==> src/sv/oik_pkg.sv <==
// Shared types, widths, register codes and rounding helpers for the omni wheel IK core.
package oik_pkg;

  localparam int VEL_W   = 16;
  localparam int GAIN_W  = 16;
  localparam int LIMIT_W = 19;
  localparam int SPEED_W = 20;
  localparam int SCALE_W = 17;
  localparam int QUO_W   = 16;
  localparam int REM_W   = SPEED_W + 1;
  localparam int SUM_W   = 35;
  localparam int CFG_IDX_W  = 2;
  localparam int CFG_DATA_W = LIMIT_W;
  localparam int IN_DATA_W  = 3 * VEL_W;
  localparam int OUT_FIELDS_W = 4 * SPEED_W + SCALE_W;
  localparam int OUT_DATA_W = ((OUT_FIELDS_W + 7) / 8) * 8;

  localparam int DIV_BITS_DEF = 2;

  // register indexes on the config port
  localparam logic [CFG_IDX_W-1:0] REG_TRANS_GAIN = 2'd0;
  localparam logic [CFG_IDX_W-1:0] REG_ROT_GAIN   = 2'd1;
  localparam logic [CFG_IDX_W-1:0] REG_SPEED_LIM  = 2'd2;

  localparam logic [GAIN_W-1:0]  TRANS_GAIN_RST = 16'd1024;
  localparam logic [GAIN_W-1:0]  ROT_GAIN_RST   = 16'd1024;
  localparam logic [LIMIT_W-1:0] SPEED_LIM_RST  = 19'd524287;

  localparam logic [SPEED_W-1:0] SPEED_POS_MAX = 20'h7FFFF;
  localparam logic [SPEED_W-1:0] SPEED_NEG_MAX = 20'h80000;
  localparam logic [SCALE_W-1:0] SCALE_ONE     = 17'h10000;

  typedef logic [SPEED_W-1:0] speed_t;  // two's complement Q10.10
  typedef logic [SPEED_W-1:0] mag_t;    // unsigned magnitude, up to 2^19

  // wheel order: 0 front-left, 1 front-right, 2 rear-left, 3 rear-right
  typedef struct packed {
    speed_t [3:0] spd;
    mag_t   [3:0] mag;
    mag_t         maxm;
    logic         scale_en;
  } wheel_t;

  typedef struct packed {
    wheel_t             w;
    logic [REM_W-1:0]   rem;
    logic [QUO_W-1:0]   quo;
  } div_t;

  // 22 fractional bits down to Q10.10, halves away from zero, saturating
  function automatic speed_t to_speed(input logic signed [SUM_W-1:0] s);
    logic             neg;
    logic [SUM_W-1:0] mag;
    logic [22:0]      r;
    speed_t           res;
    neg = s[SUM_W-1];
    mag = neg ? $unsigned(-s) : $unsigned(s);
    r   = 23'((mag + SUM_W'(2048)) >> 12);
    if (neg) begin
      res = (r > 23'd524288) ? SPEED_NEG_MAX : speed_t'(23'd0 - r);
    end else begin
      res = (r > 23'd524287) ? SPEED_POS_MAX : speed_t'(r);
    end
    return res;
  endfunction

  function automatic mag_t mag_of(input speed_t w);
    return w[SPEED_W-1] ? mag_t'(20'd0 - w) : mag_t'(w);
  endfunction

endpackage

==> src/sv/oik_div_pipe.sv <==
// Pipelined restoring divider: scale = floor(limit * 2^16 / max), DIV_BITS quotient bits a stage.
module oik_div_pipe #(
  parameter int DIV_BITS = oik_pkg::DIV_BITS_DEF
) (
  input  logic                         clk,
  input  logic                         rst_n,
  input  logic [oik_pkg::LIMIT_W-1:0]  speed_limit,
  input  logic                         in_valid,
  output logic                         in_ready,
  input  oik_pkg::wheel_t              in_wheel,
  output logic                         out_valid,
  input  logic                         out_ready,
  output oik_pkg::div_t                out_div
);
  import oik_pkg::*;

  localparam int DivStages = QUO_W / DIV_BITS;

  logic [DivStages-1:0] vld_r;
  logic [DivStages:0]   rdy;
  div_t                 stg_r [DivStages];
  div_t                 stg_nxt [DivStages];
  div_t                 init_d;

  function automatic div_t div_step(input div_t d);
    div_t             res;
    logic [REM_W-1:0] r2;
    res = d;
    for (int k = 0; k < DIV_BITS; k++) begin
      r2 = {res.rem[REM_W-2:0], 1'b0};
      if (r2 >= REM_W'(res.w.maxm)) begin
        res.rem = r2 - REM_W'(res.w.maxm);
        res.quo = {res.quo[QUO_W-2:0], 1'b1};
      end else begin
        res.rem = r2;
        res.quo = {res.quo[QUO_W-2:0], 1'b0};
      end
    end
    return res;
  endfunction

  // remainder starts at the limit, which is below max whenever the quotient is used
  always_comb begin
    init_d.w   = in_wheel;
    init_d.rem = REM_W'(speed_limit);
    init_d.quo = '0;
  end

  always_comb begin
    rdy[DivStages] = out_ready;
    for (int g = DivStages - 1; g >= 0; g--) begin
      rdy[g] = ~vld_r[g] | rdy[g+1];
    end
  end

  assign in_ready = rdy[0];

  for (genvar g = 0; g < DivStages; g++) begin : g_stage
    if (g == 0) begin : g_first
      assign stg_nxt[g] = div_step(init_d);
      always_ff @(posedge clk) begin
        if (!rst_n) begin
          vld_r[g] <= 1'b0;
        end else if (rdy[g]) begin
          vld_r[g] <= in_valid;
        end
      end
      always_ff @(posedge clk) begin
        if (rdy[g] && in_valid) stg_r[g] <= stg_nxt[g];
      end
    end else begin : g_rest
      assign stg_nxt[g] = div_step(stg_r[g-1]);
      always_ff @(posedge clk) begin
        if (!rst_n) begin
          vld_r[g] <= 1'b0;
        end else if (rdy[g]) begin
          vld_r[g] <= vld_r[g-1];
        end
      end
      always_ff @(posedge clk) begin
        if (rdy[g] && vld_r[g-1]) stg_r[g] <= stg_nxt[g];
      end
    end
  end

  assign out_valid = vld_r[DivStages-1];
  assign out_div   = stg_r[DivStages-1];

endmodule

==> config.mk <==
export PLATFORM = sky130hd
export DESIGN_NAME = oik_div_pipe
export DESIGN_NICKNAME = d
export VERILOG_FILES = /design/src/sv/oik_pkg.sv /design/src/sv/oik_div_pipe.sv
export SDC_FILE = /design/constraint.sdc
export NUM_CORES = 2
export LEC_CHECK = 0
export BUFFER_PORTS_ARGS = -buffer_cell sky130_fd_sc_hd__buf_4
export CORE_AREA = 2 2 492 494
export DETAILED_ROUTE_END_ITERATION = 10
export DIE_AREA = 0 0 494 496
export SLEW_MARGIN = 20
export SYNTH_ARGS = -nofsm -noshare
export SYNTH_HDL_FRONTEND = slang
export SYNTH_SLANG_ARGS = --single-unit
==> constraint.sdc <==
create_clock -name clk -period 28.3 [get_ports clk]
set_input_delay 7.075 -clock clk [delete_from_list [all_inputs] [get_ports clk]]
set_output_delay 7.075 -clock clk [all_outputs]
set_load 0.02 [all_outputs]
Word level (Yosys, flattened, before mapping):

Memory sizes are Yosys's and may differ from the RTL's.
Cells that the tools add are included.

* bits in registers: 8
* latch bits: 0
* RAM bits: 1744
* memory bits (read-only): 0
* bits of input ports: 204
* output and inout bits: 220
* memories kept: 1

* add/subtract/negate cells: 16
* $mul: 0
* divide/modulo/power cells: 0
* magnitude comparators: 16
* equal/unequal tests: 0
* shifts and indexed selects: 0
* multiplexer cells: 32
* bitwise operators: 16
* reduce and logical (&&, ||, !) cells: 8

Memories
* stg_r: depth 8, bits a word 218, read ports 8, clocked after memory_dff 0, wr ports 8, line oik_div_pipe.sv:21 `div_t stg_r [DivStages];`

Operators with widths (count)
* $ge A21 B20 Y1: 15
* $mux W37: 8
* $mux W36: 8
* $sub A21 B20 Y21: 8
* $sub A20 B20 Y20: 8
* $ge A20 B20 Y1: 1
* $mux W1: 16
* $logic_and A1 B1 Y1: 8
* $not A1 Y1: 8
* $or A1 B1 Y1: 8

Depth between registers and ports, before layout:

* word-level depth: 12
* depth in mapped cells: 25
* gate-level depth less buffers: 22

Least setup slack after synthesis:

No wires, ideal clock.

* kind: input to register
* start: in out_ready
* end: mem stg_r[0][654] in the netlist's numbering, enable pin
* arrival time: 22686 ps
* slack: 4516 ps
* stages: 5
* buffers on the path: 1
* cells stage by stage: nor2b_1 and2_1 and3_1 clkbuf_1 a21boi_0

RTL lines
* start, declared: line oik_div_pipe.sv:12 `input logic out_ready,`
* end, declared: line oik_div_pipe.sv:21

Final worst setup path:

* start: in out_ready
* end: out in_ready

* word-level cells in the longest chain between the ends: 8

Ends and longest elaborated chain
* $or A1 B1 Y1 (8 in series): line oik_div_pipe.sv:52 `rdy[g] = ~vld_r[g] | rdy[g+1];`
* end, declared: line oik_div_pipe.sv:9 `output logic in_ready,`

Every way passes these cells.

==> flow_summary_export.csv <==
group,metric,value,unit
yosys,synth_nets,5094,
setup_path,crit_path_end,"in_ready",
clock_tree,ctsHoldBuffers,0,
setup_path,timing.rr.start,"stg_r[1][40]",
timing,tightest_slew,1.10,ns
routing,detail-route-antenna-nets,0,
setup_path,arrival,9.00,ns
global_routing,grt-ovfl-total,0,
timing,whs,0.358,ns
clock_tree,clk_pin_slew_worst_paths,0.06,ns
yosys,ys_seq_area_share,70.8,%
yosys,yosysMostFrequentCell,"edfxtp_1",
floorplanning,dieWidth,494,microns
power_and_ir_drop,power,7.20,mW
yosys,synth_top_area_share,70.6,%
routing,drt_wl_total,153000,microns
clock_tree,cts_buffers,183,
place,dpl_cell_area,0.0771,sq mm
timing,max_freq,62.2,MHz
global_routing,first_global_vias,37400,
global_routing,grt_pass1_wl,227000,microns
yosys,avgSynthCellArea,15.6,sq um
yosys,syn_area,0.0715,sq mm
final_layout,fillers,22800,
yosys,synth_top_area_cell,"edfxtp_1",
clock_tree,clk_latency,0.84,ns
routing,drt_iter0_drc,2417,
routing,wire_per_inst,18.4,microns
setup_path,crit_top_cell,"buf_4",
setup_path,cp_max_fo,6,
timing,relSlewSlack,25.4,%
timing,final-setup-viol-count,0,
final_layout,nets,5467,
yosys,ys_async_sr_fraction,0,%
floorplanning,core-area,0.240,sq mm
timing,min_period,16.08,ns
yosys,synth_seq_cells,1689,
final_layout,multi_input_area,0.0182,sq mm
yosys,yosysWarnings,0,
setup_path,critical_path_class,"input port to output port",
final_layout,design_area,0.0836,sq mm
routing,drt-pass1-iter-count,5,
setup_path,cp-end-kind,"output port",
setup_path,r2r-end,"stg_r[1][246]",
global_routing,grt_max_degree,138,
timing,finalClockSkew,0.0783,ns
floorplanning,start_util,29.8,%
yosys,ys_dominant_reg_cell,"edfxtp_1",
clock_tree,htree_levels,4,
hold_path,hold_path.class,"flip-flop to flip-flop",
floorplanning,fp-row-count,180,
yosys,synth_edf_count,1681,
routing,drc,0,
timing,hold_viol_final,0,
yosys,synth_top_cells_by_count,"1,681 x edfxtp_1, 312 x ha_1, 228 x inv_1",
outcome,status,"finished clean",
routing,vias,37000,
place,dpl.hpwl,108000,microns
timing,slew_viol_final,0,
clock_tree,cts-resized-gates,0,
timing,setup_tns,0,ns
setup_path,startpoint_type,"input port",
timing,rsz0062_at_grt,"false",
timing,finalCritPeriodShare,56.8,%
setup_path,crit_chain,"buf_4 -> nor2b_1 -> and2_1 -> and3_1 -> nand3_1 -> nor2_1 -> nand2_1 -> buf_4",
power_and_ir_drop,ir_drop,0.0000568,V
setup_path,r2r_setup_slack,22.01,ns
yosys,yosys.cell_types.count,101,
setup_path,worstPathRequired,21.22,ns
clock_tree,tritoncts,"built",
yosys,netlist_instances,4570,
floorplanning,die_y,496,microns
run,maxCapViolations,0,
final_layout,drive_above_1_share,18.8,%
global_routing,antenna_found_initial,10,
final_layout,postLayoutCoreUtil,34.9,%
floorplanning,die_area,0.245,sq mm
clock_tree,clockBufferDepth,3,
power_and_ir_drop,p_leak,30.0,nW
setup_path,r2r_cells,22,
setup_path,cp_slowest_stage_delay,0.46,ns
final_layout,seqCellArea,0.0506,sq mm
floorplanning,ios,424,
clock_tree,cts_sinks,1689,
power_and_ir_drop,power_density,86.1,mW/mm^2
setup_path,cp_slowest_cell,"and3_1",
place,gp_congestion,0.892,
global_routing,grt_usage,12.2,%
routing,viasPerCell,4.47,
final_layout,synthToLayoutAreaGrowth,16.9,%
place,port_buffers,423,
clock_tree,root_buffer,"clkbuf_16",
clock_tree,postCtsSetupBuffers,0,
setup_path,crit_start,"out_ready",
yosys,synth.top_cells.by_area,"edfxtp_1 71%, ha_1 5.5%, buf_4 2.4%, xnor2_1 1.9%, mux2_2 1.8%",
## power by group
group | switching [mW] | internal, mW | leakage [nW] | total (mW)
Sequential | 0.0498 | 2.92 | 15.5 | 2.97
Combinational | 0.932 | 0.835 | 11.5 | 1.77
Clock | 1.01 | 1.45 | 3.06 | 2.46
## metrics by stage
step | cells | setup slack [ns]
global route | 8281 | 12.02
floorplan | 4570 | 4.52
detailed placement | 7941 | 12.22
finish | 8282 | 12.22
global placement | 7941 | 12.23
CTS | 8277 | 12.20
## placed cells by master (no fill, tap or decap), types with 19 or more instances in the layout
cell,n
mux2_2,115
a21oi_1,215
clkinv_1,31
a21o_1,128
clkbuf_16,184
xnor2_1,156
nand3_1,49
nor2_1,195
nor3_1,61
o21bai_1,31
nand4_1,42
edfxtp_1,1681
a31oi_1,34
xor2_1,94
o21ai_0,159
nand2b_1,40
clkbuf_1,23
inv_1,228
bufinv_16,26
o211ai_1,19
and3_1,29
buf_4,454
ha_1,312
nand2_1,197
o21ai_1,27
clkinv_2,27
mux2_4,31
nor2b_1,43
o21a_1,44
mux2_1,53
a211oi_1,21
## layout make-up
type | count | area share (%)
antenna | 3 | 0.00898
clock buffer | 207 | 5.61
clock inverter | 129 | 2.01
inverter | 231 | 1.04
multi-input combinational | 2377 | 21.7
sequential | 1689 | 60.6
tap | 3185 | 4.77
timing repair buffer | 461 | 4.26
## cell families (layout without fill, tap and decap cells)
family	Yosys count	count (layout)	share of synthesized area (%)
AOI/OAI and AO/OA	846	846	7.93
adders and majority gates	320	320	5.68
buffers and inverters	504	1028	3.91
xor gates and xnor gates	250	250	3.06
muxes	205	205	3.38
other	0	3	0
DFF	1689	1689	70.8
and+or+nand+nor	756	756	5.20
## registers in the layout (all words and copies together) (netlist names)
signal / count
vld_r: 7
out_valid: 1
stg_r: 1681
## worst min-delay path by stage
stage             startpoint            end  slack [ns]  depth (start not counted)
6_report       stg_r[0][400]  stg_r[0][618]        0.36                          0
5_1_grt         stg_r[1][59]  stg_r[1][277]        0.37                          0
4_1_cts        stg_r[1][280]  stg_r[1][498]        0.35                          0
3_5_place_dp    stg_r[0][63]  stg_r[0][281]        0.40                          0
3_3_place_gp   stg_r[1][152]  stg_r[1][370]        0.40                          0
2_1_floorplan    stg_r[0][0]  stg_r[0][220]        0.40                          0
## per-layer routing
layer  track usage, %  wire [microns]  vias to the layer above  share of wire (%)
met3             2.25            6540                      231                4.3
met5                0               0                        -                  0
met1             15.8           68200                    18000                 45
met4             4.29            4440                        0                2.9
li1                 -               -                    17900                  -
met2             20.3           73500                      834                 48
## worst max-delay path, delay by kind of cell
| family | cells | cell delay [ns] |
|---|---|---|
| buf+inv | 2 | 0.28 |
| simple gates | 6 | 1.64 |
(Power assumes the default switching activity.)
