File: config.mk
export PLATFORM = sky130hd
export DESIGN_NAME = oik_scale_pipe
export DESIGN_NICKNAME = d
export VERILOG_FILES = /design/src/sv/oik_pkg.sv /design/src/sv/oik_scale_pipe.sv
export SDC_FILE = /design/constraint.sdc
export NUM_CORES = 2
export LEC_CHECK = 0
export ABC_AREA = 1
export BUFFER_PORTS_ARGS = -buffer_cell sky130_fd_sc_hd__buf_2
export CAP_MARGIN = 25
export CORE_MARGIN = 4
export CORE_UTILIZATION = 60
export DETAILED_ROUTE_END_ITERATION = 8
export GPL_ROUTABILITY_DRIVEN = 0
export PLACE_DENSITY = 0.79
export SYNTH_ARGS = -nofsm -noshare
export SYNTH_HDL_FRONTEND = slang
export SYNTH_SLANG_ARGS = --single-unit
export TNS_END_PERCENT = 10
File: constraint.sdc
create_clock -name clk -period 7.39 [get_ports clk]
set_input_delay 0.3695 -clock clk [delete_from_list [all_inputs] [get_ports clk]]
set_output_delay 0.3695 -clock clk [all_outputs]
set_load 0.01 [all_outputs]
File: src/sv/oik_pkg.sv
// Shared types, widths, register codes and rounding helpers for the omni wheel IK core.
package oik_pkg;

  localparam int VEL_W   = 16;
  localparam int GAIN_W  = 16;
  localparam int LIMIT_W = 19;
  localparam int SPEED_W = 20;
  localparam int SCALE_W = 17;
  localparam int QUO_W   = 16;
  localparam int REM_W   = SPEED_W + 1;
  localparam int SUM_W   = 35;
  localparam int CFG_IDX_W  = 2;
  localparam int CFG_DATA_W = LIMIT_W;
  localparam int IN_DATA_W  = 3 * VEL_W;
  localparam int OUT_FIELDS_W = 4 * SPEED_W + SCALE_W;
  localparam int OUT_DATA_W = ((OUT_FIELDS_W + 7) / 8) * 8;

  localparam int DIV_BITS_DEF = 2;

  // register indexes on the config port
  localparam logic [CFG_IDX_W-1:0] REG_TRANS_GAIN = 2'd0;
  localparam logic [CFG_IDX_W-1:0] REG_ROT_GAIN   = 2'd1;
  localparam logic [CFG_IDX_W-1:0] REG_SPEED_LIM  = 2'd2;

  localparam logic [GAIN_W-1:0]  TRANS_GAIN_RST = 16'd1024;
  localparam logic [GAIN_W-1:0]  ROT_GAIN_RST   = 16'd1024;
  localparam logic [LIMIT_W-1:0] SPEED_LIM_RST  = 19'd524287;

  localparam logic [SPEED_W-1:0] SPEED_POS_MAX = 20'h7FFFF;
  localparam logic [SPEED_W-1:0] SPEED_NEG_MAX = 20'h80000;
  localparam logic [SCALE_W-1:0] SCALE_ONE     = 17'h10000;

  typedef logic [SPEED_W-1:0] speed_t;  // two's complement Q10.10
  typedef logic [SPEED_W-1:0] mag_t;    // unsigned magnitude, up to 2^19

  // wheel order: 0 front-left, 1 front-right, 2 rear-left, 3 rear-right
  typedef struct packed {
    speed_t [3:0] spd;
    mag_t   [3:0] mag;
    mag_t         maxm;
    logic         scale_en;
  } wheel_t;

  typedef struct packed {
    wheel_t             w;
    logic [REM_W-1:0]   rem;
    logic [QUO_W-1:0]   quo;
  } div_t;

  // 22 fractional bits down to Q10.10, halves away from zero, saturating
  function automatic speed_t to_speed(input logic signed [SUM_W-1:0] s);
    logic             neg;
    logic [SUM_W-1:0] mag;
    logic [22:0]      r;
    speed_t           res;
    neg = s[SUM_W-1];
    mag = neg ? $unsigned(-s) : $unsigned(s);
    r   = 23'((mag + SUM_W'(2048)) >> 12);
    if (neg) begin
      res = (r > 23'd524288) ? SPEED_NEG_MAX : speed_t'(23'd0 - r);
    end else begin
      res = (r > 23'd524287) ? SPEED_POS_MAX : speed_t'(r);
    end
    return res;
  endfunction

  function automatic mag_t mag_of(input speed_t w);
    return w[SPEED_W-1] ? mag_t'(20'd0 - w) : mag_t'(w);
  endfunction

endpackage

File: src/sv/oik_scale_pipe.sv
// Two-stage back end: magnitude times scale, then rounding, sign restore and output register.
module oik_scale_pipe (
  input  logic                    clk,
  input  logic                    rst_n,
  input  logic                    in_valid,
  output logic                    in_ready,
  input  oik_pkg::div_t           in_div,
  output logic                    out_valid,
  input  logic                    out_ready,
  output oik_pkg::speed_t [3:0]   out_speed,
  output logic [oik_pkg::SCALE_W-1:0] out_scale
);
  import oik_pkg::*;

  localparam int ProdW = SPEED_W + QUO_W;

  logic vm_r, vo_r;
  logic rdy_m, rdy_o;

  logic [3:0][ProdW-1:0] m_prod_nxt, m_prod_r;
  speed_t [3:0]          m_spd_r;
  logic [QUO_W-1:0]      m_quo_r;
  logic                  m_en_r;

  speed_t [3:0]          o_spd_nxt, o_spd_r;
  logic [SCALE_W-1:0]    o_scale_nxt, o_scale_r;
  mag_t                  rm;

  assign rdy_o    = ~vo_r | out_ready;
  assign rdy_m    = ~vm_r | rdy_o;
  assign in_ready = rdy_m;

  always_comb begin
    for (int i = 0; i < 4; i++) begin
      m_prod_nxt[i] = ProdW'(in_div.w.mag[i]) * ProdW'(in_div.quo);
    end
  end

  always_comb begin
    rm = '0;
    for (int i = 0; i < 4; i++) begin
      rm = mag_t'((m_prod_r[i] + ProdW'(32768)) >> 16);
      if (m_en_r) begin
        o_spd_nxt[i] = m_spd_r[i][SPEED_W-1] ? speed_t'(20'd0 - rm) : speed_t'(rm);
      end else begin
        o_spd_nxt[i] = m_spd_r[i];
      end
    end
    o_scale_nxt = m_en_r ? SCALE_W'(m_quo_r) : SCALE_ONE;
  end

  always_ff @(posedge clk) begin
    if (!rst_n) begin
      vm_r <= 1'b0;
      vo_r <= 1'b0;
    end else begin
      if (rdy_m) vm_r <= in_valid;
      if (rdy_o) vo_r <= vm_r;
    end
  end

  always_ff @(posedge clk) begin
    if (rdy_m && in_valid) begin
      m_prod_r <= m_prod_nxt;
      m_spd_r  <= in_div.w.spd;
      m_quo_r  <= in_div.quo;
      m_en_r   <= in_div.w.scale_en;
    end
    if (rdy_o && vm_r) begin
      o_spd_r   <= o_spd_nxt;
      o_scale_r <= o_scale_nxt;
    end
  end

  assign out_valid = vo_r;
  assign out_speed = o_spd_r;
  assign out_scale = o_scale_r;

endmodule

* Word level (Yosys, flattened, before mapping)
Index checks and enable logic that the tools add are counted.
** Word-level totals
- Word-level logic and storage cells :: 45
- Output and inout bits :: 99
- Input port bits :: 222
- Flip-flop bits (word level) :: 340
** Cells by class
- Reduce and logical (&&, ||, !) cells :: 2
- $mul :: 4
- Bitwise gates (word level) :: 4
- Add/sub/neg operators :: 8
- Mux-type cells :: 9
** Operators with widths (number)
- 20-bit 2-to-1 mux :: 8
- 36-bit by 16-bit adder with 36-bit output, second input constant :: 4
- 20-bit by 16-bit multiplier with 36-bit output :: 4
- 1-bit by 20-bit subtractor with 20-bit output, first input constant :: 4
- 17-bit 2-to-1 mux :: 1
- 1-bit logical AND :: 2
- 1-bit inverter :: 2
- 1-bit OR :: 2

* Logic depth before layout (Yosys ltp)
- Depth in word-level cells :: 4
- Depth in mapped cells :: 29
- Depth with buffers taken out :: 27

* Least setup slack after synthesis
Ideal clock, no wire load.
- Kind :: input to register
- From :: in out_ready
- To :: reg o_scale_r[0] (netlist: out_scale[0]) (enable)
- Library setup time :: 0.584 ns
- Cell stages on the path :: 2
- Slack :: 1.713 ns
- Arrival :: 5.093 ns
- Buffers on the path :: 0
- Data required time :: 6.806 ns
- Cell sequence :: inv_1 > a21oi_1
** On the way
- Cells in the longest elaborated chain, start to end :: 2
** RTL lines
- start: declaration :: RTL line oik_scale_pipe.sv:9 : input logic out_ready,
- 1-bit OR :: RTL line oik_scale_pipe.sv:29 : assign rdy_o = ~vo_r | out_ready;
- 1-bit logical AND :: RTL line oik_scale_pipe.sv:69 : if (rdy_o && vm_r) begin
- end signal: assignment :: RTL line oik_scale_pipe.sv:71 : o_scale_r <= o_scale_nxt;
- end: declaration :: RTL line oik_scale_pipe.sv:26 : logic [SCALE_W-1:0] o_scale_nxt, o_scale_r;
No other way between the ends.
A chain may end at the register's enable or synchronous reset.

==> flow_summary.json <==
{
  "outcome": "finished clean",
  "router_iterations_before_antenna_repair": 5,
  "cts-htree-levels": 1,
  "viasPerCell": 5.38,
  "worstHoldPathType": "in -> reg",
  "shortest_period_the_worst_path_allows_ps": 5910,
  "numCtsBuffers": 30,
  "wl_met1_mm": 55.6,
  "placementRows": 112,
  "grt_usage_pct": 30.2,
  "setup_ws_ps": 1480,
  "x_dimension_of_the_die_um": 315,
  "post_synth_inst_count": 7223,
  "cts.root.buffer_cell": "sky130_fd_sc_hd__clkbuf_16",
  "fmax_ghz": 0.169,
  "synth.net_count": 8869,
  "crit_path_end_kind": "flop",
  "syn_area_um2": 56500,
  "clk_pin_slew_ps": 60,
  "final-max-slew-violation-count": 0,
  "globalRouteOverflowTotal": 0,
  "wp_data_required_ps": 7750,
  "nature_of_the_critical_path_startpoint": "input port",
  "initial_antenna_violation_count": 10,
  "hold_viol": 0,
  "placed_cells": 8482,
  "dr_total_vias": 46400,
  "floorplan.initialDensity_pct": 60.6,
  "fin_cells": 8627,
  "yosysTopAreaCell": "sky130_fd_sc_hd__fa_1",
  "tritoncts": "built",
  "worstPathArrival_ps": 6280,
  "number_of_global_route_vias_before_repair": 49400,
  "grt_max_degree": 82,
  "area_used_by_multi_input_combinational_logic_um2": 39800,
  "synth_ff_type": "sky130_fd_sc_hd__edfxtp_1",
  "grt_setup_unrepaired": "no",
  "pre_cts_ws_ps": 979,
  "final_antenna_net_count": 0,
  "port_buffers": 279,
  "clock_path_buffers": 3,
  "ys_ff_latch": 280,
  "most_repeated_cell_in_the_gate_level_netlist_after_synthesis": "sky130_fd_sc_hd__nand2_1",
  "clock_latency_ps": 630,
  "wl_per_cell_um": 16.9,
  "fp.coreArea_um2": 93300,
  "synth-seq-area-share_pct": 14.8,
  "cts-resized-gates": 0,
  "hpwlAfterDp_mm": 113,
  "post_route_cells_drive_above_1_share_pct": 6.22,
  "routed-wl-met2_mm": 70.1,
  "nets": 8989,
  "synth_enable_flop_cells": 278,
  "detailroute.wirelength.met3_mm": 14.0,
  "die-height_um": 315,
  "fillCellCount": 7734,
  "synth_cell_type_count": 44,
  "critical_path_peak_fanout": 37,
  "synth_top_cells_by_area": "sky130_fd_sc_hd__fa_1, sky130_fd_sc_hd__edfxtp_1, sky130_fd_sc_hd__nand2_1",
  "finalWirelength_mm": 146,
  "route.detailed.drc": 0,
  "layout.area.seq_um2": 8390,
  "cap_violations": 0,
  "final.period_utilization_pct": 80.0,
  "async_flop_share_pct": 0,
  "timing.slew.headroom_pct": 33.9,
  "top_layer": "met5",
  "setup_violations": 0,
  "layout-area-overhead-vs-synth_pct": 7.29,
  "yosysTopAreaCellShare_pct": 35.3,
  "design.die.area_um2": 99200,
  "io_pins": 321,
  "clock_sink_count": 280,
  "first_iter_violations": 3700,
  "post-cts-setup-buffer-count": 0,
  "yosysWarningCount": 0,
  "setup_tns_ps": 0,
  "grt_first_pass_wirelength_mm": 243,
  "fin_worst_skew_ps": 21.1,
  "holdBufCountCts": 82,
  "synth_top_cells_by_count": "sky130_fd_sc_hd__nand2_1, sky130_fd_sc_hd__inv_1, sky130_fd_sc_hd__fa_1",
  "synth.avg_cell_area_um2": 7.82,
  "worst_slew_pin_slew_ps": 991,
  "worstSetupPathType": "in -> reg"
}
per-stage QoR:
stage / hold WS [ps] / utilization, % / instance area [um2]
after global routing: 96.6 / 65.0 / 60600
after floorplan: 447 / - / 56500
after detailed placement: 488 / 63.0 / 58800
after global placement: 483 / 63.0 / 58800
final: 86.0 / 65.0 / 60600
after CTS: 22.5 / 64.9 / 60600
flip-flops by register name, summed over array words and instances (netlist names):
signal / flops
m_prod_r: 84
out_scale: 17
m_spd_r: 80
vm_r: 1
out_valid: 1
out_speed: 80
m_quo_r: 16
m_en_r: 1
final cells by class:
type                       instances  share of cell area, %
sequential                       280                   13.8
clock inverter                    22                  0.343
inverter                        1902                   11.8
antenna                            8                 0.0330
timing repair buffer             409                   4.55
clock buffer                      32                   1.25
tap                             1254                   2.59
multi-input combinational       4720                   65.6
worst max-delay path: stages:
cell	delay (ps)
sky130_fd_sc_hd__buf_2	540
sky130_fd_sc_hd__buf_12	340
sky130_fd_sc_hd__nand2_1	130
sky130_fd_sc_hd__fa_1	520
sky130_fd_sc_hd__fa_1	550
sky130_fd_sc_hd__inv_1	50
sky130_fd_sc_hd__fa_1	490
sky130_fd_sc_hd__fa_1	520
sky130_fd_sc_hd__fa_1	490
sky130_fd_sc_hd__inv_1	50
sky130_fd_sc_hd__fa_1	490
sky130_fd_sc_hd__inv_1	60
sky130_fd_sc_hd__ha_1	340
sky130_fd_sc_hd__a21oi_1	220
sky130_fd_sc_hd__o21ai_0	130
sky130_fd_sc_hd__a21boi_0	420
sky130_fd_sc_hd__nor2_1	90
sky130_fd_sc_hd__a211oi_1	240
sky130_fd_sc_hd__nand2_1	100
sky130_fd_sc_hd__nand2_1	70
sky130_fd_sc_hd__nand2_1	50
cells by family (layout without fill, tap and decap cells):
group | after synthesis | in the layout | share of synthesized area, %
xor+xnor | 126 | 126 | 1.97
fa+ha+maj | 1424 | 1424 | 44.8
simple gates | 2754 | 2754 | 19.6
compound gates | 416 | 416 | 4.05
flops | 280 | 280 | 14.8
other cells | 0 | 8 | 0
buf+inv | 2223 | 2365 | 14.8
metal layers:
layer / GRT usage, % / vias up
met5: 0 / -
met4: 12.2 / 4
li1: - / 21300
met2: 51.4 / 2207
met1: 38.5 / 22400
met3: 5.34 / 435
placed cells by master, fill, tap and decap left out, types with 23 or more instances in the layout:
cell type	count
sky130_fd_sc_hd__nand2_2	34
sky130_fd_sc_hd__buf_2	270
sky130_fd_sc_hd__xnor2_1	45
sky130_fd_sc_hd__o21bai_1	23
sky130_fd_sc_hd__nor2_1	283
sky130_fd_sc_hd__nand2_1	2108
sky130_fd_sc_hd__clkbuf_16	30
sky130_fd_sc_hd__o21ai_0	136
sky130_fd_sc_hd__inv_1	1887
sky130_fd_sc_hd__nand3_1	193
sky130_fd_sc_hd__xor2_1	80
sky130_fd_sc_hd__fa_1	996
sky130_fd_sc_hd__edfxtp_1	278
sky130_fd_sc_hd__ha_1	428
sky130_fd_sc_hd__nor3_1	32
sky130_fd_sc_hd__nand4_1	43
sky130_fd_sc_hd__buf_4	45
sky130_fd_sc_hd__dlygate4sd3_1	82
sky130_fd_sc_hd__a21oi_1	181
worst paths after layout:
kind | from | endpoint | slack [ps] | depth (start not counted)
worst max-delay path | in_div[1] | m_prod_r[107] | 1480 | 21
worst min-delay path | out_ready | out_valid | 90 | 4
worst max register to register | m_en_r | out_speed[41] | 4800 | 6
worst min register to register | m_quo_r[15] | out_scale[15] | 500 | 2
Power is left out: the tool's default activity adds up to more than one toggle a clock period on the data nets, which glitch-free logic cannot reach.
