## src/sv/oik_pkg.sv

```systemverilog
// Shared types, widths, register codes and rounding helpers for the omni wheel IK core.
package oik_pkg;

  localparam int VEL_W   = 16;
  localparam int GAIN_W  = 16;
  localparam int LIMIT_W = 19;
  localparam int SPEED_W = 20;
  localparam int SCALE_W = 17;
  localparam int QUO_W   = 16;
  localparam int REM_W   = SPEED_W + 1;
  localparam int SUM_W   = 35;
  localparam int CFG_IDX_W  = 2;
  localparam int CFG_DATA_W = LIMIT_W;
  localparam int IN_DATA_W  = 3 * VEL_W;
  localparam int OUT_FIELDS_W = 4 * SPEED_W + SCALE_W;
  localparam int OUT_DATA_W = ((OUT_FIELDS_W + 7) / 8) * 8;

  localparam int DIV_BITS_DEF = 2;

  // register indexes on the config port
  localparam logic [CFG_IDX_W-1:0] REG_TRANS_GAIN = 2'd0;
  localparam logic [CFG_IDX_W-1:0] REG_ROT_GAIN   = 2'd1;
  localparam logic [CFG_IDX_W-1:0] REG_SPEED_LIM  = 2'd2;

  localparam logic [GAIN_W-1:0]  TRANS_GAIN_RST = 16'd1024;
  localparam logic [GAIN_W-1:0]  ROT_GAIN_RST   = 16'd1024;
  localparam logic [LIMIT_W-1:0] SPEED_LIM_RST  = 19'd524287;

  localparam logic [SPEED_W-1:0] SPEED_POS_MAX = 20'h7FFFF;
  localparam logic [SPEED_W-1:0] SPEED_NEG_MAX = 20'h80000;
  localparam logic [SCALE_W-1:0] SCALE_ONE     = 17'h10000;

  typedef logic [SPEED_W-1:0] speed_t;  // two's complement Q10.10
  typedef logic [SPEED_W-1:0] mag_t;    // unsigned magnitude, up to 2^19

  // wheel order: 0 front-left, 1 front-right, 2 rear-left, 3 rear-right
  typedef struct packed {
    speed_t [3:0] spd;
    mag_t   [3:0] mag;
    mag_t         maxm;
    logic         scale_en;
  } wheel_t;

  typedef struct packed {
    wheel_t             w;
    logic [REM_W-1:0]   rem;
    logic [QUO_W-1:0]   quo;
  } div_t;

  // 22 fractional bits down to Q10.10, halves away from zero, saturating
  function automatic speed_t to_speed(input logic signed [SUM_W-1:0] s);
    logic             neg;
    logic [SUM_W-1:0] mag;
    logic [22:0]      r;
    speed_t           res;
    neg = s[SUM_W-1];
    mag = neg ? $unsigned(-s) : $unsigned(s);
    r   = 23'((mag + SUM_W'(2048)) >> 12);
    if (neg) begin
      res = (r > 23'd524288) ? SPEED_NEG_MAX : speed_t'(23'd0 - r);
    end else begin
      res = (r > 23'd524287) ? SPEED_POS_MAX : speed_t'(r);
    end
    return res;
  endfunction

  function automatic mag_t mag_of(input speed_t w);
    return w[SPEED_W-1] ? mag_t'(20'd0 - w) : mag_t'(w);
  endfunction

endpackage

```

## src/sv/oik_speed_pipe.sv

```systemverilog
// Three-stage front end: gain multiplies, wheel mixing with round/saturate, max magnitude.
module oik_speed_pipe (
  input  logic                           clk,
  input  logic                           rst_n,
  input  logic [oik_pkg::GAIN_W-1:0]     trans_gain,
  input  logic [oik_pkg::GAIN_W-1:0]     rot_gain,
  input  logic [oik_pkg::LIMIT_W-1:0]    speed_limit,
  input  logic                           in_valid,
  output logic                           in_ready,
  input  logic [oik_pkg::IN_DATA_W-1:0]  in_data,
  output logic                           out_valid,
  input  logic                           out_ready,
  output oik_pkg::wheel_t                out_wheel
);
  import oik_pkg::*;

  logic va_r, vb_r, vc_r;
  logic rdy_a, rdy_b, rdy_c;

  logic signed [VEL_W-1:0] vx, vy, wz;
  logic signed [VEL_W:0]   dif17, sum17;
  logic signed [33:0]      a_diff_nxt, a_sum_nxt;
  logic signed [32:0]      a_rot_nxt;
  logic signed [33:0]      a_diff_r, a_sum_r;
  logic signed [32:0]      a_rot_r;

  logic signed [SUM_W-1:0] t_diff_m, t_sum_p, t_sum_m, t_diff_p;
  speed_t [3:0]            b_spd_nxt, b_spd_r;
  mag_t   [3:0]            b_mag_nxt, b_mag_r;

  mag_t   m01, m23, maxm;
  wheel_t c_nxt, c_r;

  assign rdy_c    = ~vc_r | out_ready;
  assign rdy_b    = ~vb_r | rdy_c;
  assign rdy_a    = ~va_r | rdy_b;
  assign in_ready = rdy_a;

  // stage A: three gain products
  assign vx    = in_data[VEL_W-1:0];
  assign vy    = in_data[2*VEL_W-1:VEL_W];
  assign wz    = in_data[3*VEL_W-1:2*VEL_W];
  assign dif17 = (VEL_W+1)'(vx) - (VEL_W+1)'(vy);
  assign sum17 = (VEL_W+1)'(vx) + (VEL_W+1)'(vy);
  assign a_diff_nxt = dif17 * $signed({1'b0, trans_gain});
  assign a_sum_nxt  = sum17 * $signed({1'b0, trans_gain});
  assign a_rot_nxt  = wz * $signed({1'b0, rot_gain});

  // stage B: mix, round to Q10.10, saturate
  assign t_diff_m = SUM_W'(a_diff_r) - SUM_W'(a_rot_r);
  assign t_sum_p  = SUM_W'(a_sum_r)  + SUM_W'(a_rot_r);
  assign t_sum_m  = SUM_W'(a_sum_r)  - SUM_W'(a_rot_r);
  assign t_diff_p = SUM_W'(a_diff_r) + SUM_W'(a_rot_r);

  always_comb begin
    b_spd_nxt[0] = to_speed(t_diff_m);
    b_spd_nxt[1] = to_speed(t_sum_p);
    b_spd_nxt[2] = to_speed(t_sum_m);
    b_spd_nxt[3] = to_speed(t_diff_p);
    for (int i = 0; i < 4; i++) begin
      b_mag_nxt[i] = mag_of(b_spd_nxt[i]);
    end
  end

  // stage C: largest magnitude and limit check
  assign m01  = (b_mag_r[0] > b_mag_r[1]) ? b_mag_r[0] : b_mag_r[1];
  assign m23  = (b_mag_r[2] > b_mag_r[3]) ? b_mag_r[2] : b_mag_r[3];
  assign maxm = (m01 > m23) ? m01 : m23;

  always_comb begin
    c_nxt.spd      = b_spd_r;
    c_nxt.mag      = b_mag_r;
    c_nxt.maxm     = maxm;
    c_nxt.scale_en = maxm > mag_t'(speed_limit);
  end

  always_ff @(posedge clk) begin
    if (!rst_n) begin
      va_r <= 1'b0;
      vb_r <= 1'b0;
      vc_r <= 1'b0;
    end else begin
      if (rdy_a) va_r <= in_valid;
      if (rdy_b) vb_r <= va_r;
      if (rdy_c) vc_r <= vb_r;
    end
  end

  always_ff @(posedge clk) begin
    if (rdy_a && in_valid) begin
      a_diff_r <= a_diff_nxt;
      a_sum_r  <= a_sum_nxt;
      a_rot_r  <= a_rot_nxt;
    end
    if (rdy_b && va_r) begin
      b_spd_r <= b_spd_nxt;
      b_mag_r <= b_mag_nxt;
    end
    if (rdy_c && vb_r) begin
      c_r <= c_nxt;
    end
  end

  assign out_valid = vc_r;
  assign out_wheel = c_r;

endmodule

```

## config.mk

```make
export PLATFORM = sky130hd
export DESIGN_NAME = oik_speed_pipe
export DESIGN_NICKNAME = d
export VERILOG_FILES = /design/src/sv/oik_pkg.sv /design/src/sv/oik_speed_pipe.sv
export SDC_FILE = /design/constraint.sdc
export NUM_CORES = 2
export LEC_CHECK = 0
export BUFFER_PORTS_ARGS = -buffer_cell sky130_fd_sc_hd__buf_2
export CAP_MARGIN = 10
export CORE_MARGIN = 3
export CORE_UTILIZATION = 65
export DETAILED_ROUTE_END_ITERATION = 8
export MAX_ROUTING_LAYER = met4
export PLACE_DENSITY = 0.93
export SETUP_SLACK_MARGIN = 0.5
export SYNTH_ARGS = -nofsm -noshare
export SYNTH_HDL_FRONTEND = slang
export SYNTH_SLANG_ARGS = --single-unit
```

## constraint.sdc

```tcl
create_clock -name clk -period 20.3 [get_ports clk]
set_input_delay 4.06 -clock clk [delete_from_list [all_inputs] [get_ports clk]]
set_output_delay 4.06 -clock clk [all_outputs]
set_load 0.1 [all_outputs]
```

* Word-level counts from Yosys, hierarchy flattened
Cells that the tools add are included.
Word-level totals: bits in registers 445, input port bits 103, output and inout bits 183, word-level logic and storage cells 97
Cells by class: add/sub/neg operators 22, multiply operators 3, order comparisons 12, multiplexer cells 23, bitwise operators 6, reductions and logical operators 3
Operators by type and width (number):
- two-way mux 20 bit | 15
- subtractor 1 x 20 -> 20 bit (first input constant) | 8
- adder 35 x 12 -> 35 bit (second input constant) | 4
- two-way mux 35 bit | 4
- negation 35 bit | 4
- > comparator 23 x 19 -> 1 bit (second input constant) | 4
- > comparator 23 x 20 -> 1 bit (second input constant) | 4
- two-way mux 19 bit | 4
- adder 34 x 33 -> 35 bit | 2
- subtractor 34 x 33 -> 35 bit | 2
- multiplier 17 x 17 -> 34 bit | 2
- > comparator 20 bit | 3
- multiplier 16 x 17 -> 33 bit | 1
- > comparator 20 x 19 -> 1 bit | 1
- adder 16 x 16 -> 17 bit | 1
- subtractor 16 x 16 -> 17 bit | 1
- logical AND 1 bit | 3
- NOT 1 bit | 3
- bitwise OR 1 bit | 3

* Longest topological paths before layout
depth in word-level cells 9, mapped depth 51, gate-level depth less buffers 48

* Worst setup path before layout
OpenSTA, ideal clock, no wires.
path kind in2reg, from input port out_ready, to register b_mag_r[10] (netlist name) (enable), setup time 0.910 ns, arrival 15.409 ns, data required time 19.390 ns, setup slack 3.981 ns, stages on the path 2, buffers on the path 0, cell sequence nor2b_1 -> a21boi_0
On the way: cells in the longest elaborated chain, start to end 3
RTL lines:
- start: declaration | line oik_speed_pipe.sv:12 | input logic out_ready,
- bitwise OR 1 bit | line oik_speed_pipe.sv:34 | assign rdy_c = ~vc_r | out_ready;
- bitwise OR 1 bit | line oik_speed_pipe.sv:35 | assign rdy_b = ~vb_r | rdy_c;
- logical AND 1 bit | line oik_speed_pipe.sv:95 | if (rdy_b && va_r) begin
- end signal: assignment | line oik_speed_pipe.sv:97 | b_mag_r <= b_mag_nxt;
- end: declaration | line oik_speed_pipe.sv:29 | mag_t [3:0] b_mag_nxt, b_mag_r;
No other way between the ends. A chain may end at the register's enable or synchronous reset.

* Final worst setup path
from input port in_data[0] (netlist name), to register a_sum_r[32] (data pin)
On the way: cells in the longest elaborated chain, start to end 2
RTL lines:
- start: declaration | line oik_speed_pipe.sv:10 | input logic [oik_pkg::IN_DATA_W-1:0] in_data,
- adder 16 x 16 -> 17 bit | line oik_speed_pipe.sv:44 | assign sum17 = (VEL_W+1)'(vx) + (VEL_W+1)'(vy);
- multiplier 17 x 17 -> 34 bit | line oik_speed_pipe.sv:46 | assign a_sum_nxt = sum17 * $signed({1'b0, trans_gain});
- net a_sum_nxt[32] | line oik_speed_pipe.sv:22 | logic signed [33:0] a_diff_nxt, a_sum_nxt;
- end signal: assignment | line oik_speed_pipe.sv:92 | a_sum_r <= a_sum_nxt;
- end: declaration | line oik_speed_pipe.sv:24 | logic signed [33:0] a_diff_r, a_sum_r;
The timed path passes the listed nets, and every way through them passes these cells.

==> out/qor.txt <==
Port Buffers - 285
Crit-path slowest cell - fa_1
R2R setup slack - 10.76 ns
grt ovf - 0
GRT Resource Usage Total - 0.384
Die W - 327 um
drt via density - 6.44
final setup TNS - 0 ns
dominant synthesized flop cell - edfxtp_1
share of synthesized registers carrying an async set or reset - 0
H-tree levels - 2
hold_sp - b_spd_r[2]
Mapped Cells - 7466
post-cts sizing count - 0
FF-to-FF End - b_mag_r[79]
Final Max Tran Viols - 0
Initial DRT Pass Iterations - 9
worst reg2reg path depth - 30
CTS tree - done
Die Y - 327 um
pin count of the biggest net entering global routing - 88
Post-Syn Nets - 8880
Final min period - 13.54 ns
Routability Congestion - 1.08
final setup fails - 0
Critical Path RT - 20.70 ns
RSZ-0062 raised after global routing - false
critical setup path kind - in -> reg
clock skew - 0.0719 ns
max-cap violations - 0
Yosys warning total - 0
total CTS buffers - 45
clock latency on the worst-skew pair - 0.65 ns
Worst setup EP type - register
core area - 102000 um^2
Post CTS Setup Buffer Count - 0
Synth cell types - 138
CTS max path bufs - 3
fmax - 0.0738 GHz
ratio of cells with drive above 1 in the final layout - 0.0773
number of global-route vias before repair - 59000
DRC - 5
DR WL/cell - 22.4 um
Hold Path Class - reg -> reg
number of synthesized flops with an enable pin - 433
Post-DP HPWL - 160 mm
Yosys reg bits - 436
DRT antenna net count - 0
status - complete, but fails checks
Worst Tran Pin Value - 1.31 ns
num ports - 286
WP data arrival - 13.94 ns
Avg Inst Size Synth - 8.98 um^2
Hold Path Sink - out_wheel[103]
most frequent CP cell - fa_1
max incr delay on CP - 0.54 ns
routed wire length - 201 mm
violated checks - DRC
Clock transition at path regs - 0.06 ns
reg2reg start - a_rot_r[7]
via count - 57900
Final nets - 8986
CP max FO - 16
first-pass GRT wire length - 317 mm
# rows - 117
Sink Count - 436
First DRT Iteration DRCs - 6149
Slew headroom - 0.123
CTS Hold Bufs - 0
sequential area share after synthesis - 0.195
Final Hold Vio Count - 0
synthesized area - 67000 um^2
initial antenna violation count - 9
Initial Utilization - 0.657
Clock Root Buffer - clkbuf_16
Die ar. - 107000 um^2
Hold Path Stages - 0
fin crit share - 0.667
Layout area overhead - 5.87%
Startpoint Class - primary input
## cell type report
cell class	count	area, um^2
fill	7304	31100
antenna	10	25.0
clock buffer	54	1160
inverter	1144	4290
sequential	436	13100
timing repair buffer	337	1820
clock inverter	28	277
multi-input combinational	5608	48600
tap	1368	1710
## cell usage in the layout, fill, tap and decap left out, types with 51 or more instances in the layout
cell      count
ha_1        553
buf_2       286
nand3_1     154
xnor2_1     339
nand4_1      81
edfxtp_1    433
nand2b_1     74
or3_1        54
inv_1      1138
nor3_1      148
nor2_1      392
and2_1      355
o21bai_1     54
o211ai_1     51
a31oi_1      58
o21ai_0     238
fa_1        758
nor4_1       71
and3_1       61
o31ai_1      52
nor2b_1      63
a21o_1       85
xor2_1       85
a21oi_1     367
nand2_1     740
## metrics by stage
stage	hold WS (ns)	setup slack, ns	utilization	area (um^2)	cells
finish	0.417	6.76	0.696	71000	8985
CTS	0.419	6.93	0.695	70900	8973
detailed placement	0.405	6.33	0.681	69500	8891
global placement	0.402	6.62	0.681	69500	8891
global route	0.422	6.26	0.696	71000	8983
floorplan	0.400	3.98	-	67000	7466
## worst max-delay path: cells and delay by family
kind            cells  cell delay, ns
buf+inv             7            0.63
compound gates     19            4.20
simple gates        4            0.75
xor+xnor            2            0.29
fa+ha+maj           9            3.97
## worst max-delay path by stage
stage,start,endpoint,slack [ns],cells after the start
6_report,in_data[0],a_sum_r[32],6.76,41
3_3_place_gp,in_data[0],a_sum_r[32],6.62,41
2_1_floorplan,out_ready,b_mag_r[10],3.98,2
3_5_place_dp,in_data[0],a_sum_r[32],6.33,41
5_1_grt,in_data[0],a_sum_r[32],6.26,41
4_1_cts,in_data[0],a_sum_r[32],6.93,41
## kinds of logic after synthesis
kind of cell,synth area share
xor gates and xnor gates,0.0569
muxes,0.0105
adders and majority gates,0.330
and+or+nand+nor,0.183
AOI/OAI and AO/OA,0.144
DFF,0.195
buffers and inverters,0.0811
## Yosys cell counts (154+ instances only)
cell         n  share of area
inv_1     1138          0.064
fa_1       758           0.23
nand2_1    740          0.041
ha_1       553           0.10
edfxtp_1   433           0.19
nor2_1     394          0.022
a21oi_1    367          0.027
and2_1     355          0.033
xnor2_1    339          0.044
o21ai_0    239          0.018
clkbuf_1   206          0.012
nand3_1    154          0.011
## registers in the layout, indices dropped and copies added, names as in the netlist
| signal | flops |
|---|---|
| a_diff_r | 34 |
| a_rot_r | 33 |
| a_sum_r | 33 |
| b_mag_r | 76 |
| b_spd_r | 80 |
| out_valid | 1 |
| out_wheel | 177 |
| va_r | 1 |
| vb_r | 1 |
## layer usage
metal | share of wire | GRT usage
met5 | 0 | -
met3 | 0.089 | 0.0615
met4 | 0.078 | 0.249
met2 | 0.48 | 0.632
met1 | 0.35 | 0.438
Power is left out: the tool's default activity adds up to more than one toggle a clock period on the data nets, which glitch-free logic cannot reach.
